File: src/rtl/gnns_pkg.sv
// ----------------------------------------------------------------------------
// gnns_pkg
// Shared types, constants and helper functions for the nearest-neighbour
// glyph scaler: size clamping, run boundaries and the column expansion.
// ----------------------------------------------------------------------------
package gnns_pkg;

    // Largest scaled cell edge in pixels.
    localparam int MAX_CELL_SIZE = 32;
    // Rows and columns of a source glyph.
    localparam int SRC_ROWS      = 8;
    localparam int SRC_W         = 8;
    localparam int SIZE_W        = 6;
    localparam int ROW_COUNT_W   = 3;
    localparam int ROW_BITS_W    = 32;
    localparam int ROW_INDEX_W   = 5;
    localparam int TDATA_OUT_W   = 40;
    localparam int PROD_W        = 10;

    localparam logic [SIZE_W-1:0] SIZE_RESET = SIZE_W'(SRC_ROWS);
    localparam logic [SIZE_W-1:0] SIZE_MAX   = SIZE_W'(MAX_CELL_SIZE);

    // One non-empty run of scaled rows produced by one source row.
    typedef struct packed {
        logic [ROW_BITS_W-1:0] bits;
        logic [SIZE_W-1:0]     first;
        logic [SIZE_W-1:0]     run_end;
        logic                  glyph_end;
    } gnns_run_t;

    // A size of zero acts as one; anything above the largest cell saturates.
    function automatic logic [SIZE_W-1:0] eff_size(input logic [SIZE_W-1:0] size);
        logic [SIZE_W-1:0] s;
        s = size;
        if (s == '0)
        begin
            s = SIZE_W'(1);
        end
        if (s > SIZE_MAX)
        begin
            s = SIZE_MAX;
        end
        return s;
    endfunction

    // First scaled index that maps to source index idx: ceil(idx*size/8).
    function automatic logic [SIZE_W-1:0] col_bound(input logic [3:0] idx,
                                                    input logic [SIZE_W-1:0] size);
        logic [PROD_W-1:0] prod;
        prod = PROD_W'(idx) * PROD_W'(size) + PROD_W'(SRC_ROWS - 1);
        return prod[SIZE_W+2:3];
    endfunction

    // Left-aligned scaled row: column c copies source bit floor(8c/size),
    // which is the source bit whose boundary range holds c.
    function automatic logic [ROW_BITS_W-1:0] scale_word(input logic [SRC_W-1:0] src,
                                                         input logic [SIZE_W-1:0] size);
        logic [SIZE_W-1:0]     bnd [0:SRC_W];
        logic [ROW_BITS_W-1:0] word;
        logic [SIZE_W-1:0]     col;
        word = '0;
        for (int j = 0; j <= SRC_W; j++)
        begin
            bnd[j] = col_bound(4'(j), size);
        end
        for (int c = 0; c < ROW_BITS_W; c++)
        begin
            col = SIZE_W'(c);
            for (int j = 0; j < SRC_W; j++)
            begin
                if (src[SRC_W-1-j] && (col >= bnd[j]) && (col < bnd[j+1]))
                begin
                    word[ROW_BITS_W-1-c] = 1'b1;
                end
            end
        end
        return word;
    endfunction

endpackage

File: src/rtl/gnns_front.sv
// ----------------------------------------------------------------------------
// gnns_front
// Holds the cell size, accepts source rows, counts them within the glyph and
// turns each into a run descriptor with its expanded row word.
// ----------------------------------------------------------------------------
module gnns_front (
    input  logic                          clk,
    input  logic                          rst_n,
    input  logic                          cfg_valid,
    input  logic [gnns_pkg::SIZE_W-1:0]   cfg_data,
    input  logic                          s_tvalid,
    output logic                          s_tready,
    input  logic [gnns_pkg::SRC_W-1:0]    s_tdata,
    input  logic                          q_full,
    output logic                          q_push,
    output gnns_pkg::gnns_run_t           q_entry
);
    import gnns_pkg::*;

    logic [SIZE_W-1:0]      size_reg;
    logic [ROW_COUNT_W-1:0] count_reg;
    logic [SIZE_W-1:0]      size_eff;
    logic [SIZE_W-1:0]      first;
    logic [SIZE_W-1:0]      run_end;
    logic                   accept;

    // Runs are bounded by the column map applied to the row counter.
    assign size_eff = eff_size(size_reg);
    assign first    = col_bound({1'b0, count_reg}, size_eff);
    assign run_end  = col_bound({1'b0, count_reg} + 4'd1, size_eff);

    assign s_tready = !q_full;
    assign accept   = s_tvalid && s_tready;

    // Empty runs advance the counter but queue nothing.
    assign q_push            = accept && (first != run_end);
    assign q_entry.bits      = scale_word(s_tdata, size_eff);
    assign q_entry.first     = first;
    assign q_entry.run_end   = run_end;
    assign q_entry.glyph_end = (run_end == size_eff);

    // Size register and source row counter; the counter wraps after row seven.
    always_ff @(posedge clk or negedge rst_n)
    begin
        if (!rst_n)
        begin
            size_reg  <= SIZE_RESET;
            count_reg <= '0;
        end
        else
        begin
            if (cfg_valid)
            begin
                size_reg <= cfg_data;
            end
            if (accept)
            begin
                count_reg <= count_reg + ROW_COUNT_W'(1);
            end
        end
    end

endmodule

File: src/rtl/gnns_queue.sv
// ----------------------------------------------------------------------------
// gnns_queue
// Two-entry queue of run descriptors between the front and the back end.
// ----------------------------------------------------------------------------
module gnns_queue (
    input  logic                 clk,
    input  logic                 rst_n,
    input  logic                 push,
    input  gnns_pkg::gnns_run_t  push_entry,
    input  logic                 pop,
    output logic                 full,
    output logic                 not_empty,
    output gnns_pkg::gnns_run_t  head
);
    import gnns_pkg::*;

    gnns_run_t   mem [0:1];
    logic        wr_ptr_reg;
    logic        rd_ptr_reg;
    logic [1:0]  count_reg;
    logic [1:0]  count_next;

    assign full      = (count_reg == 2'd2);
    assign not_empty = (count_reg != 2'd0);
    assign head      = mem[rd_ptr_reg];

    assign count_next = count_reg + {1'b0, push} - {1'b0, pop};

    // Entry storage.
    always_ff @(posedge clk)
    begin
        if (push)
        begin
            mem[wr_ptr_reg] <= push_entry;
        end
    end

    // Pointers and fill count.
    always_ff @(posedge clk or negedge rst_n)
    begin
        if (!rst_n)
        begin
            wr_ptr_reg <= 1'b0;
            rd_ptr_reg <= 1'b0;
            count_reg  <= 2'd0;
        end
        else
        begin
            if (push)
            begin
                wr_ptr_reg <= !wr_ptr_reg;
            end
            if (pop)
            begin
                rd_ptr_reg <= !rd_ptr_reg;
            end
            count_reg <= count_next;
        end
    end

    // The front must never overrun the queue, nor the back read it empty.
    a_no_overflow: assert property (@(posedge clk) disable iff (!rst_n)
        push |-> (count_reg != 2'd2))
        else $error("queue pushed while full");

    a_no_underflow: assert property (@(posedge clk) disable iff (!rst_n)
        pop |-> (count_reg != 2'd0))
        else $error("queue popped while empty");

endmodule

File: src/rtl/gnns_back.sv
// ----------------------------------------------------------------------------
// gnns_back
// Row sequencer: takes one run at a time from the queue and issues its scaled
// rows, one per cycle while the output accepts them, through an output register.
// ----------------------------------------------------------------------------
module gnns_back (
    input  logic                               clk,
    input  logic                               rst_n,
    input  logic                               q_not_empty,
    input  gnns_pkg::gnns_run_t                q_head,
    output logic                               q_pop,
    output logic                               m_tvalid,
    input  logic                               m_tready,
    output logic [gnns_pkg::TDATA_OUT_W-1:0]   m_tdata,
    output logic                               m_tlast,
    output logic                               m_tuser
);
    import gnns_pkg::*;

    logic                   busy_reg;
    logic                   busy_next;
    gnns_run_t              run_reg;
    logic [SIZE_W-1:0]      row_reg;
    logic [SIZE_W-1:0]      row_next;
    logic                   out_valid_reg;
    logic [ROW_BITS_W-1:0]  out_bits_reg;
    logic [ROW_INDEX_W-1:0] out_index_reg;
    logic                   out_last_reg;
    logic                   out_gend_reg;
    logic                   emit;
    logic                   run_done;

    // A row goes out when the output register is free or being drained.
    assign emit     = busy_reg && (!out_valid_reg || m_tready);
    assign run_done = emit && ((row_reg + SIZE_W'(1)) == run_reg.run_end);
    assign q_pop    = q_not_empty && (!busy_reg || run_done);

    always_comb
    begin
        busy_next = busy_reg;
        row_next  = row_reg;
        if (emit)
        begin
            row_next = row_reg + SIZE_W'(1);
        end
        if (run_done)
        begin
            busy_next = 1'b0;
        end
        if (q_pop)
        begin
            busy_next = 1'b1;
            row_next  = q_head.first;
        end
    end

    // Sequencer state and output register.
    always_ff @(posedge clk or negedge rst_n)
    begin
        if (!rst_n)
        begin
            busy_reg      <= 1'b0;
            out_valid_reg <= 1'b0;
        end
        else
        begin
            busy_reg <= busy_next;
            if (emit)
            begin
                out_valid_reg <= 1'b1;
            end
            else if (m_tready)
            begin
                out_valid_reg <= 1'b0;
            end
        end
    end

    // Payload registers need no reset.
    always_ff @(posedge clk)
    begin
        row_reg <= row_next;
        if (q_pop)
        begin
            run_reg <= q_head;
        end
        if (emit)
        begin
            out_bits_reg  <= run_reg.bits;
            out_index_reg <= row_reg[ROW_INDEX_W-1:0];
            out_last_reg  <= (row_reg + SIZE_W'(1)) == run_reg.run_end;
            out_gend_reg  <= ((row_reg + SIZE_W'(1)) == run_reg.run_end) && run_reg.glyph_end;
        end
    end

    assign m_tvalid = out_valid_reg;
    assign m_tdata  = {{(TDATA_OUT_W-ROW_BITS_W-ROW_INDEX_W){1'b0}}, out_index_reg, out_bits_reg};
    assign m_tlast  = out_last_reg;
    assign m_tuser  = out_gend_reg;

    // The current row always lies inside the run being issued.
    a_row_in_run: assert property (@(posedge clk) disable iff (!rst_n)
        busy_reg |-> (row_reg < run_reg.run_end))
        else $error("row counter left its run");

    // The end of a glyph is always the end of a run.
    a_glyph_end_closes_run: assert property (@(posedge clk) disable iff (!rst_n)
        (out_valid_reg && out_gend_reg) |-> out_last_reg)
        else $error("glyph end without run end");

endmodule

File: src/rtl/glyph_nearest_neighbour_scaler_core.sv
// ----------------------------------------------------------------------------
// glyph_nearest_neighbour_scaler_core
// Scales 8x8 one-bit glyphs to a square cell by nearest-neighbour sampling.
//
//   Channel  Dir  Signals                     Word
//   cfg      in   cfg_valid/ready/data        cell size (0 acts as 1, >32 as 32)
//   s        in   s_tvalid/tready/tdata       one source row, bit 7 leftmost
//   m        out  m_tvalid/tready/tdata/...   one scaled row
//
// Each source row yields zero to four scaled rows, four at size 32, issued
// one per cycle by the back-end row sequencer unless the output stalls.
// A two-entry run queue lets the front keep accepting while rows wait on a
// stalled output. Reset sets the size to 8 and restarts the glyph at its
// first source row. No clearing pass is needed after reset.
// ----------------------------------------------------------------------------
module glyph_nearest_neighbour_scaler_core (
    input  logic                               clk,
    input  logic                               rst_n,
    // Configuration write channel.
    input  logic                               cfg_valid,
    output logic                               cfg_ready,
    input  logic [gnns_pkg::SIZE_W-1:0]        cfg_data,    // glyph_size
    // Source rows.
    input  logic                               s_tvalid,
    output logic                               s_tready,
    input  logic [gnns_pkg::SRC_W-1:0]         s_tdata,     // source_row
    // Scaled rows.
    output logic                               m_tvalid,
    input  logic                               m_tready,
    output logic [gnns_pkg::TDATA_OUT_W-1:0]   m_tdata,     // row_bits[31:0], row_index[36:32]
    output logic                               m_tlast,     // last_of_run
    output logic                               m_tuser      // last_of_glyph
);
    import gnns_pkg::*;

    gnns_run_t push_entry;
    gnns_run_t head;
    logic      push;
    logic      pop;
    logic      full;
    logic      not_empty;

    // Size writes are always taken.
    assign cfg_ready = 1'b1;

    gnns_front u_front (
        .clk       (clk),
        .rst_n     (rst_n),
        .cfg_valid (cfg_valid),
        .cfg_data  (cfg_data),
        .s_tvalid  (s_tvalid),
        .s_tready  (s_tready),
        .s_tdata   (s_tdata),
        .q_full    (full),
        .q_push    (push),
        .q_entry   (push_entry)
    );

    gnns_queue u_queue (
        .clk        (clk),
        .rst_n      (rst_n),
        .push       (push),
        .push_entry (push_entry),
        .pop        (pop),
        .full       (full),
        .not_empty  (not_empty),
        .head       (head)
    );

    gnns_back u_back (
        .clk         (clk),
        .rst_n       (rst_n),
        .q_not_empty (not_empty),
        .q_head      (head),
        .q_pop       (pop),
        .m_tvalid    (m_tvalid),
        .m_tready    (m_tready),
        .m_tdata     (m_tdata),
        .m_tlast     (m_tlast),
        .m_tuser     (m_tuser)
    );

endmodule

File: config.mk
export PLATFORM = sky130hd
export DESIGN_NAME = glyph_nearest_neighbour_scaler_core
export DESIGN_NICKNAME = d
export VERILOG_FILES = /design/src/rtl/gnns_pkg.sv /design/src/rtl/gnns_front.sv /design/src/rtl/gnns_queue.sv /design/src/rtl/gnns_back.sv /design/src/rtl/glyph_nearest_neighbour_scaler_core.sv
export SDC_FILE = /design/constraint.sdc
export NUM_CORES = 1
export LEC_CHECK = 0
export ABC_AREA = 1
export ABC_CLOCK_PERIOD_IN_PS = 8000
export BUFFER_PORTS_ARGS = -buffer_cell sky130_fd_sc_hd__buf_2
export CORE_MARGIN = 2
export CORE_UTILIZATION = 35
export DETAILED_ROUTE_END_ITERATION = 12
export PLACE_DENSITY = 0.54
export SYNTH_ARGS = -nofsm -noshare
export SYNTH_HDL_FRONTEND = slang
export SYNTH_HIERARCHICAL = 1
export SYNTH_SLANG_ARGS = --single-unit
File: constraint.sdc
create_clock -name clk -period 8 [get_ports clk]
set_input_delay 0.4 -clock clk [delete_from_list [all_inputs] [get_ports clk]]
set_output_delay 0.4 -clock clk [all_outputs]
set_load 0.01 [all_outputs]
# [Word level (Yosys, flattened, before mapping)]
# Memory sizes are Yosys's and may differ from the RTL's.
# Cells that the tools add are included.
[totals] in_bits=19 regBits=99 memories=1 wordCells=1286 out_inout_bits=45 ram_bits=90
[memory_table] name="u_queue.mem" depth=2 width=45 rd=1 rd_clocked_by_memory_dff=0 write_ports=1 line="gnns_queue.sv:17" source="gnns_run_t mem [0:1];"
[op_classes] add_sub_neg=15 magnitude_cmp=481 n_reduce_logical=498 muxes=266 n_mul=6 n_eq_ne=4
[op_table] cell="$lt A5 B6 Y1 const A" count=128
[op_table] cell="$ge A5 B6 Y1 const A" count=112
[op_table] cell="$logic_and A1 B1 Y1" count=486
[op_table] cell="$lt A4 B6 Y1 const A" count=64
[op_table] cell="$ge A4 B6 Y1 const A" count=56
[op_table] cell="$mux W1" count=262
[op_table] cell="$lt A3 B6 Y1 const A" count=32
[op_table] cell="$ge A3 B6 Y1 const A" count=28
[op_table] cell="$lt A1 B6 Y1 const A" count=16
[op_table] cell="$lt A2 B6 Y1 const A" count=16
[op_table] cell="$ge A1 B6 Y1 const A" count=14
[op_table] cell="$ge A2 B6 Y1 const A" count=14
[op_table] cell="$add A9 B3 Y9 const B" count=6
[op_table] cell="$mux W6" count=4
[op_table] cell="$add A8 B3 Y9 const B" count=2
[op_table] cell="$mul A3 B6 Y9 const A" count=2
[op_table] cell="$mul A2 B6 Y8 const A" count=2
[op_table] cell="$eq A6 B6 Y1" count=2
[op_table] cell="$mul A3 B6 Y9" count=1
[op_table] cell="$mul A4 B6 Y9" count=1
[op_table] cell="$add A7 B3 Y8 const B" count=1
[op_table] cell="$reduce_bool A2 Y1" count=4
[op_table] cell="$add A6 B3 Y7 const B" count=1
[op_table] cell="$add A6 B1 Y6 const B" count=1
[op_table] cell="other kinds (10)" count=15

# [Depth between registers and ports, before layout]
# Gate-level depths: netlist (run 1).
[depth] depth_word=15 depth_mapped=29 mapped_depth_nobuf=29

# [Modules after synthesis]
# Netlist (run 1), hierarchy kept.
[modules_own_cells] module="gnns_front" area_each_um2=7516.0 n_inst=1 seq_area_each_um2=226.5 cells_per_inst=1408
[modules_own_cells] module="gnns_queue" area_each_um2=3585.9 n_inst=1 seq_area_each_um2=2802.7 cells_per_inst=260
[modules_own_cells] module="gnns_back" area_each_um2=3009.1 n_inst=1 seq_area_each_um2=2572.5 cells_per_inst=177
[modules_own_cells] module="glyph_nearest_neighbour_scaler_core" area_each_um2=11.3 n_inst=1 seq_area_each_um2=0.0 cells_per_inst=2

# [Least setup slack after synthesis (run 1)]
# OpenSTA, ideal clock, no wires.
[synth_path] path_kind="register -> register" startpoint="reg u_front.size_reg[5]" endpoint="mem u_queue/mem[0][0] (netlist bit) (enable)" path_slack_ns=1.097 path_buffers=2 arrival_ns=6.455 setup_time_ns=0.447 path_stages_with_launch=23 t_required_ns=7.553 path_cell_list="dfrtp_1 buf_4 buf_2 nor2_2 clkinv_1 nor2_1 fa_1 fa_1 ha_1 ha_1 a21oi_1 nor2_1 a211oi_1 nand3b_1 nand2_1 inv_1 nand2_1 nand2_1 nand3_1 nor2_1 nor2_1 inv_1 nor2_1"
[synth_lines] item="start: declaration" line="gnns_front.sv:20" source="logic [SIZE_W-1:0] size_reg;"
[synth_lines] item="start signal: assignment" line="gnns_front.sv:54" source="size_reg <= cfg_data;"
[synth_lines] item="end: declaration" line="gnns_queue.sv:17"

==> impl_metrics.env, run 1 <==
export IMPL_async_reset_ff_share_pct=7.94
export IMPL_grt_pass1_wl_um=71000
export IMPL_p_comb_share_pct=50.9
export IMPL_antenna_found_initial=1
export IMPL_pre_cts_ws_ns=1.67
export IMPL_crit_path_max_fanout=45
export IMPL_p_leak_uw=0.00732
export IMPL_yosysUniqueCellTypes=54
export IMPL_ys_seq_elements=189
export IMPL_path_clk_slew_ns=0.07
export IMPL_largest_reg_flops=90
export IMPL_dp_cells=2393
export IMPL_overflow=0
export IMPL_finalHoldViolCount=0
export IMPL_fin_cells=2425
export IMPL_rows=73
export IMPL_power_internal_uw=2970
export IMPL_peakVddDrop_uv=212
export IMPL_drtIter0Drc=1280
export IMPL_cp_end_kind="flop"
export IMPL_timing_rr_start="u_front/size_reg[5]$_DFFE_PN0P_"
export IMPL_fin_skew_ns=0.0125
export IMPL_timing_final_ws_setup_ns=1.62
export IMPL_final_nets=2001
export IMPL_final_max_slew_viol_count=0
export IMPL_fp_dieArea_um2=42000
export IMPL_r2r_setup_slack_ns=1.62
export IMPL_core_um2=39800
export IMPL_drive_gt1_share_pct=9.53
export IMPL_place_congestion=1.04
export IMPL_initial_core_util_pct=35.5
export IMPL_routed_wl_um=46700
export IMPL_cts_sinks=189
export IMPL_n_antenna_cell=0
export IMPL_wl_per_cell_um=19.2
export IMPL_fin_crit_sh_pct=79.7
export IMPL_grt_max_degree=67
export IMPL_status="finished clean"
export IMPL_drc_errors=0
export IMPL_p_seq_share_pct=33.9
export IMPL_htree_levels=4
export IMPL_min_path_type="input pin to flop"
export IMPL_ys_flop_type="edfxtp_1"
export IMPL_grt_pass1_vias=11700
export IMPL_syn_avg_cell_area_um2=7.65
export IMPL_rsz0062_at_grt="no"
export IMPL_tns_ns=0
export IMPL_antenna_violating_nets_post_route=0
export IMPL_drtPass1Iterations=8
export IMPL_min_period_ns=6.38
export IMPL_final_cell_mix="nand2_1 (520), inv_1 (241), nor2_1 (188)"
export IMPL_path_class="flop to flop"
export IMPL_yosysWarnings=6
export IMPL_netSwitchingFraction_pct=46.2
export IMPL_dieHeight_um=205
export IMPL_cts_tree="done"
export IMPL_io_pins=64
export IMPL_cts_made_buffers=17
export IMPL_hpwl_um=36800
export IMPL_start_kind="flop"
export IMPL_clkPwrFrac_pct=15.2
export IMPL_io_buffers=59
export IMPL_fp_dieW_um=205
export IMPL_final_common_cell="nand2_1"
export IMPL_via_per_inst=5.24
export IMPL_clock_root_buffer="clkbuf_16"
export IMPL_yosysSeqAreaShare_pct=39.7
export IMPL_fmax_ghz=0.157
export IMPL_setup_viol=0
export IMPL_cts_max_path_buffers=2
export IMPL_maxSlewHeadroom_pct=37.3
export IMPL_max_cap_viol_count=0
export IMPL_min_from="cfg_data[0]"
export IMPL_critPathLaunch="u_front/size_reg[5]$_DFFE_PN0P_"
export IMPL_crit_required_ns=8.07
export IMPL_post_cts_buffers=0
export IMPL_crit_arrival_ns=6.44
export IMPL_synth_edf_count=174
export IMPL_insertion_delay_ns=0.44
export IMPL_p_per_area_nw_per_um2=358
export IMPL_syn_inst=1847
export IMPL_track_usage_pct=22.6
export IMPL_syn2layout_area_growth_pct=9.28
export IMPL_whs_ns=0.183
export IMPL_tightest_slew_ns=0.940
export IMPL_syn_area_um2=14100
export IMPL_via_count=12700
export IMPL_p_switching_uw=2550
## cells by family (layout without fill, tap and decap cells)
family                     after synthesis  after routing  share of synthesized area, %
muxes                                    1              1                        0.0797
and+or+nand+nor                        998            998                          31.1
other                                    2              4                        0.0532
xor gates and xnor gates                21             21                          1.54
AOI/OAI and AO/OA                      234            234                          9.19
DFF                                    189            189                          39.7
adders and majority gates               94             94                          9.23
buffers and inverters                  308            359                          9.11
## per-stage QoR
step	power (µW)	instance area, µm²	utilization (%)
CTS	5530	15400	38.8
global placement	4630	14800	37.2
detailed placement	4660	14800	37.2
finish	5520	15400	38.8
global route	5960	15400	38.8
floorplan	3810	14100	-
## cell type report
class	instances	area (µm²)
repair buffers	66	350
well taps	525	657
flip-flops and latches	189	5600
clock buffers	17	425
fillers	4210	24400
multi-input cells	1352	7250
clock inverters	14	164
inverters	262	983
## routing by layer
| metal | wire, µm | track usage [%] |
|---|---|---|
| met1 | 22000 | 32.6 |
| met2 | 20100 | 34.5 |
| met3 | 3260 | 3.96 |
| met4 | 1260 | 6.73 |
| met5 | 11 | 0 |
## final timing paths
check / to / cells past startpoint
min in group asynchronous: u_front/count_reg[0]$_DFFE_PN0P_ / 2
worst min-delay path: u_front/size_reg[0]$_DFFE_PN0P_ / 3
worst min register to register: u_back/out_bits_reg[11]$_DFFE_PP_ / 0
worst max-delay path: u_queue/mem[0][27]$_DFFE_PP_ / 22
worst max register to register: u_queue/mem[0][27]$_DFFE_PP_ / 22
max in group asynchronous: u_queue/rd_ptr_reg$_DFFE_PN0P_ / 2
## cells in the mapped netlist, types with 4 or more instances
library cell / n / area, µm²
buf_6: 12 / 135
nand3b_1: 13 / 97.6
dfrtp_1: 14 / 350
nand2_2: 13 / 81.3
nand3_1: 164 / 821
nor3_1: 20 / 100
a31oi_1: 6 / 37.5
nand3_2: 12 / 120
nand4_1: 35 / 219
xor2_1: 16 / 140
edfxtp_1: 174 / 5230
o21ai_0: 66 / 330
clkbuf_1: 14 / 52.6
inv_1: 242 / 908
a21oi_2: 4 / 35.0
inv_2: 18 / 67.6
nor2_2: 10 / 62.6
o21ai_1: 54 / 270
nor2_1: 189 / 709
a21oi_1: 69 / 345
ha_1: 77 / 963
nand2_4: 5 / 56.3
nor2_4: 6 / 67.6
fa_1: 17 / 340
o211ai_1: 13 / 97.6
nand2_1: 520 / 1950
buf_2: 11 / 55.1
o21ai_2: 4 / 35.0
buf_4: 7 / 52.6
## worst max-delay path: stages, from the launching register on
cell,delay (ns)
dfrtp_1,0.36
buf_4,0.25
nor2_2,0.67
clkinv_1,0.64
nor2_1,0.32
fa_1,0.47
fa_1,0.50
ha_1,0.31
ha_1,0.36
a21oi_1,0.24
nor2_1,0.07
a211oi_1,0.26
nand3b_1,0.11
nand2_1,0.13
inv_1,0.09
nand2_1,0.07
nand2_1,0.04
nand3_1,0.07
nor2_1,0.04
nor2_1,0.22
inv_1,0.12
nor2_4,0.08
buf_4,0.50
## power by group through the flow
stage / clock network, µW / logic, µW / registers (µW)
after detailed placement: 0 / 2770 / 1890
after global placement: 0 / 2750 / 1880
after CTS: 874 / 2780 / 1870
final: 841 / 2810 / 1870
after floorplan: 0 / 1910 / 1890
after global routing: 915 / 3140 / 1910
## what timing repair did
action / 4_1_cts / 5_1_grt
hold endpoints to repair: 14 / 0
hold buffers: 1 / 0
gates resized for setup: 0 / 0
Power figures use the tool's default switching activity.
==> run 2: changes to the inputs <==
ABC_CLOCK_PERIOD_IN_PS = 5650   (was 8000)
PLACE_DENSITY = 0.56   (was 0.54)
clock period = 5.65 ns   (was 8 ns; I/O delays follow)
==> run 2 against run 1 <==
Net effect:
- global-route usage fell by 0.088 points
- largest cell class unchanged
- combinational power up 44%
- die area unchanged
- clock skew grew 0.00075 ns
- sequential share of layout area decreased by 0.24 points
- via count up 0.61%
- utilization grew 0.26 points
==> impl_metrics.env, run 2 (synthesis gave the netlist of run 1 again) <==
export IMPL_cts_hold_buf=1
export IMPL_antenna_found_initial=0
export IMPL_hpwl_um=36900
export IMPL_crit_arrival_ns=5.29
export IMPL_maxSlewHeadroom_pct=39.7
export IMPL_fin_crit_sh_pct=91.6
export IMPL_power_internal_uw=4210
export IMPL_crit_required_ns=5.77
export IMPL_via_per_inst=5.25
export IMPL_fin_util_pct=39.0
export IMPL_final_max_slew_viol_count=0
export IMPL_fill_cells=4211
export IMPL_initial_core_util_pct=35.5
export IMPL_min_period_ns=5.17
export IMPL_tightest_slew_ns=0.904
export IMPL_rsz0062_at_grt="no"
export IMPL_drc_errors=0
export IMPL_tns_ns=0
export IMPL_ctsResizeCount=0
export IMPL_fp_dieW_um=205
export IMPL_drtPass1Iterations=6
export IMPL_start_kind="flop"
export IMPL_grt_pass1_vias=12300
export IMPL_drive_gt1_share_pct=10.3
export IMPL_fin_skew_ns=0.0133
export IMPL_overflow=0
export IMPL_power_uw=7840
export IMPL_dieHeight_um=205
export IMPL_p_per_area_nw_per_um2=505
export IMPL_final_nets=2014
export IMPL_io_buffers=59
export IMPL_htree_levels=4
export IMPL_drtIter0Drc=1172
export IMPL_core_um2=39800
export IMPL_final_cell_mix="nand2_1 (520), inv_1 (241), nor2_1 (188)"
export IMPL_io_pins=64
export IMPL_fmax_ghz=0.193
export IMPL_place_congestion=1.04
export IMPL_cts_made_buffers=17
export IMPL_track_usage_pct=22.5
export IMPL_max_cap_viol_count=0
export IMPL_setup_viol=0
export IMPL_n_antenna_cell=0
export IMPL_largest_reg_flops=90
export IMPL_post_cts_buffers=0
export IMPL_fp_dieArea_um2=42000
export IMPL_r2r_setup_slack_ns=0.48
export IMPL_status="finished clean"
export IMPL_crit_path_max_fanout=45
export IMPL_path_class="flop to flop"
export IMPL_p_leak_uw=0.00738
export IMPL_clkPwrFrac_pct=14.7
export IMPL_p_switching_uw=3630
export IMPL_path_clk_slew_ns=0.07
export IMPL_grt_max_degree=55
export IMPL_p_comb_share_pct=51.5
export IMPL_cts_sinks=189
export IMPL_final_common_cell="nand2_1"
export IMPL_antenna_violating_nets_post_route=0
export IMPL_grt_pass1_wl_um=71400
export IMPL_whs_ns=0.0711
export IMPL_final_cell_area_um2=15500
export IMPL_p_seq_share_pct=33.8
export IMPL_netSwitchingFraction_pct=46.3
export IMPL_min_path_type="input pin to flop"
export IMPL_cts_tree="done"
export IMPL_wl_per_cell_um=19.0
export IMPL_cts_max_path_buffers=2
export IMPL_finalHoldViolCount=0
export IMPL_clock_root_buffer="clkbuf_16"
export IMPL_via_count=12800
export IMPL_peakVddDrop_uv=248
export IMPL_cp_end_kind="flop"
export IMPL_insertion_delay_ns=0.44
export IMPL_routed_wl_um=46300
export IMPL_syn2layout_area_growth_pct=10.0
export IMPL_rows=73
export IMPL_postPlaceCellArea_um2=15000
==> run 2: changes by cell type in the layout (fill, tap and decap cells not counted), sizes merged <==
cell    before  now
inv        263  264
buf         65   78
bufinv       2    1
clkinv       9    8
clkbuf      17   19
==> run 2: power by group through the flow <==
| stage | Combinational, µW | Clock (µW) | Sequential, µW |
|---|---|---|---|
| global placement | 3970 | 0 | 2660 |
| floorplan | 2720 | 0 | 2670 |
| global route | 4500 | 1250 | 2710 |
| detailed placement | 3970 | 0 | 2680 |
| finish | 4040 | 1150 | 2650 |
| CTS | 3990 | 1190 | 2650 |
==> run 2: metrics by stage <==
stage / instances / setup slack (ns)
final: 2439 / 0.476
after global routing: 2439 / 0.169
after CTS: 2439 / 0.539
after detailed placement: 2406 / 0.560
after global placement: 2406 / 0.693
after floorplan: 1849 / 0.0929
==> run 2: critical path, stage by stage (launching register included) <==
cell and delay [ns]:
dfrtp_1 0.50, ha_1 0.22, xor2_1 0.26, inv_1 0.16, nor2_1 0.16, fa_1 0.46, fa_1 0.49, ha_1 0.32
ha_1 0.36, a21oi_1 0.25, nor2_1 0.07, a211oi_1 0.24, nand3b_1 0.11, nand2_1 0.13, inv_1 0.08, nand2_1 0.07
nand2_1 0.05, nand3_1 0.07, nor2_1 0.04, nor2_1 0.25, inv_1 0.12, nor2_4 0.14, buf_12 0.25
==> run 2: layout make-up <==
class                      count  area (µm²)  area share, %
timing repair buffer          79         473           3.04
multi-input combinational   1352        7250           46.7
inverter                     262         988           6.36
sequential                   189        5600           36.1
tap                          525         657           4.23
clock buffer                  19         433           2.79
clock inverter                13         133          0.854
==> run 2: path summary, 6_finish.rpt <==
kind	startpoint	to	cells past startpoint
worst max-delay path	u_front/count_reg[1]$_DFFE_PN0P_	u_queue/mem[0][31]$_DFFE_PP_	22
worst min-delay path	cfg_data[0]	u_front/size_reg[0]$_DFFE_PN0P_	3
worst max register to register	u_front/count_reg[1]$_DFFE_PN0P_	u_queue/mem[0][31]$_DFFE_PP_	22
worst min register to register	u_back/run_reg[23]$_DFFE_PP_	u_back/out_bits_reg[10]$_DFFE_PP_	0
max in group asynchronous	rst_n	u_queue/rd_ptr_reg$_DFFE_PN0P_	2
min in group asynchronous	rst_n	u_front/count_reg[1]$_DFFE_PN0P_	2
==> run 2: routing by layer <==
layer	global-route usage, %	vias to the layer above	share of wire [%]
li1	-	6181	-
met1	31.6	6020	46
met2	34.9	498	44
met3	3.75	94	6.6
met4	8.07	0	3.3
met5	0	-	0
==> run 3: changes to the inputs <==
CORE_MARGIN = default   (was 2)
TNS_END_PERCENT = 100   (was default)
==> run 3 against run 2 <==
Net effect:
- sequential share of layout area is 0.072 points lower
- die area is 1.9% lower
- global-route usage is 0.62 points higher
- register-to-register slack worse by 0.03 ns
- routed wire length is 1.0% higher
- largest power group unchanged
- fmax is 0.65% lower
- sequential cell count stayed put
- power hardly changed
- utilization is 0.17 points higher
- highest routed layer is now met5
- critical path type unchanged
- via count is 1.2% lower
==> impl_metrics.env, run 3 (synthesis gave the netlist of run 1 again) <==
export IMPL_status="finished clean"
export IMPL_initial_core_util_pct=35.5
export IMPL_crit_required_ns=5.77
export IMPL_crit_end="u_queue/mem[0][26]$_DFFE_PP_"
export IMPL_rsz0062_at_grt="no"
export IMPL_final_max_slew_viol_count=0
export IMPL_core_um2=39700
export IMPL_timing_final_ws_setup_ns=0.443
export IMPL_cts_max_path_buffers=2
export IMPL_cts_made_buffers=17
export IMPL_rows=73
export IMPL_start_kind="flop"
export IMPL_cp_slowest_cell="dfrtp_1"
export IMPL_cpPeakStageDelay_ns=0.57
export IMPL_fp_dieArea_um2=41200
export IMPL_track_usage_pct=23.1
export IMPL_post_cts_buffers=0
export IMPL_dieHeight_um=203
export IMPL_dp_cells=2411
export IMPL_drc_errors=0
export IMPL_place_congestion=1.02
export IMPL_max_cap_viol_count=0
export IMPL_grt_pass1_vias=12000
export IMPL_via_count=12600
export IMPL_critPathMostFrequentCell="nor2_1"
export IMPL_syn2layout_area_growth_pct=10.2
export IMPL_crit_path_cell_trace="ha_1, xor2_1, inv_1, nor2_1, fa_1, fa_1, ha_1, ha_1, a21oi_1, nor2_1, a211oi_1, nand3b_1, nand2_1, inv_1, nand2_1, nand2_1, nand3_1, nor2_1, nor2_1, inv_1, nor2_4, buf_12"
export IMPL_ctsResizeCount=0
export IMPL_cp_top_family="adder cells"
export IMPL_final_cell_area_um2=15600
export IMPL_maxSlewHeadroom_pct=38.5
export IMPL_path_clk_slew_ns=0.07
export IMPL_pre_cts_ws_ns=0.522
export IMPL_timing_rr_start="u_front/count_reg[0]$_DFFE_PN0P_"
export IMPL_cp_end_kind="flop"
export IMPL_wl_per_cell_um=19.1
export IMPL_final_common_cell="nand2_1"
export IMPL_reg2reg_depth=22
export IMPL_drtPass1Iterations=6
export IMPL_routed_wl_um=46800
export IMPL_fin_skew_ns=0.00935
export IMPL_critPathLaunch="u_front/count_reg[0]$_DFFE_PN0P_"
export IMPL_cts_tree="done"
export IMPL_grt_pass1_wl_um=71200
export IMPL_fin_cells=2444
export IMPL_path_class="flop to flop"
export IMPL_final_nets=2019
export IMPL_final_cell_mix="nand2_1 (520), inv_1 (241), nor2_1 (188)"
export IMPL_cp_depth=22
export IMPL_peakVddDrop_uv=229
export IMPL_htree_levels=4
export IMPL_postPlaceCellArea_um2=15000
export IMPL_hpwl_um=37100
export IMPL_grt_max_degree=74
export IMPL_cts_sinks=189
export IMPL_fmax_ghz=0.192
export IMPL_p_per_area_nw_per_um2=503
export IMPL_io_pins=64
export IMPL_min_period_ns=5.21
export IMPL_via_per_inst=5.17
export IMPL_antenna_found_initial=1
export IMPL_crit_path_max_fanout=45
export IMPL_clock_root_buffer="clkbuf_16"
export IMPL_tightest_slew_ns=0.922
export IMPL_io_buffers=59
export IMPL_crit_arrival_ns=5.33
export IMPL_insertion_delay_ns=0.44
export IMPL_setup_viol=0
export IMPL_finalHoldViolCount=0
export IMPL_drtIter0Drc=1314
export IMPL_r2r_setup_slack_ns=0.44
export IMPL_antenna_violating_nets_post_route=0
export IMPL_drive_gt1_share_pct=10.5
export IMPL_min_path_type="input pin to flop"
export IMPL_tns_ns=0
export IMPL_r2r_end="u_queue/mem[0][26]$_DFFE_PP_"
export IMPL_overflow=0
export IMPL_p_leak_uw=0.00740
export IMPL_cp_num_buf_inv=4
export IMPL_fp_dieW_um=203
export IMPL_fin_crit_sh_pct=92.2
export IMPL_largest_reg_flops=90
-- run 3: cell count changes in the layout (fill, tap and decap cells not counted), sizes merged --
cell and change:
diode +1, buf +5, clkbuf -2, inv +1
-- run 3: power by group --
part / internal (µW) / switching, µW / total, µW
Sequential: 2430 / 207 / 2630
Clock: 612 / 529 / 1140
Combinational: 1170 / 2890 / 4060
-- run 3: cell type report --
type                       count  area (µm²)
timing repair buffer          84         510
tap                          525         657
inverter                     262         988
sequential                   189        5600
antenna                        1        2.50
fill                        4112       24200
clock buffer                  17         425
clock inverter                14         131
multi-input combinational   1352        7250
-- run 3: per-layer routing --
layer  global-route usage [%]  wire [µm]  vias up
met3                     2.87       2760       86
met4                     9.91       1790        2
met1                     33.0      22000     5895
met5                        0         19        -
met2                     35.2      20200      460
li1                         -          -     6191
-- run 3: stage by stage --
stage	power [µW]	hold slack, ns	util [%]
after floorplan	5390	-0.0131	-
after global routing	8440	0.0609	39.2
after CTS	7840	0.0273	39.2
after global placement	6640	0.251	37.7
after detailed placement	6670	0.255	37.7
final	7840	0.0493	39.2
-- run 3: repair_timing --
item / 4_1_cts / 5_1_grt
endpoints found under the setup margin: 0 / 0
hold endpoints to repair: 14 / 0
hold buffers: 1 / 0
-- run 3: worst min path at each step --
stage / startpoint / endpoint / slack [ns] / cells past startpoint
3_5_place_dp: rst_n / u_front/size_reg[5]$_DFFE_PN0P_ / 0.25 / 1
2_1_floorplan: rst_n / u_back/busy_reg$_DFFE_PN0P_ / -0.01 / 0
4_1_cts: cfg_data[5] / u_front/size_reg[5]$_DFFE_PN0P_ / 0.03 / 3
5_1_grt: cfg_data[5] / u_front/size_reg[5]$_DFFE_PN0P_ / 0.06 / 3
3_3_place_gp: rst_n / u_front/size_reg[5]$_DFFE_PN0P_ / 0.25 / 1
6_report: cfg_data[5] / u_front/size_reg[5]$_DFFE_PN0P_ / 0.05 / 3
-- run 3: worst reg2reg max path, stage by stage, from the launching register on --
cell and delay [ns]:
dfrtp_1 0.57, ha_1 0.23, xor2_1 0.22, inv_1 0.14
nor2_1 0.16, fa_1 0.46, fa_1 0.49, ha_1 0.32
ha_1 0.36, a21oi_1 0.26, nor2_1 0.07, a211oi_1 0.27
nand3b_1 0.11, nand2_1 0.12, inv_1 0.08, nand2_1 0.07
nand2_1 0.05, nand3_1 0.07, nor2_1 0.04, nor2_1 0.23
inv_1 0.12, nor2_4 0.14, buf_12 0.25
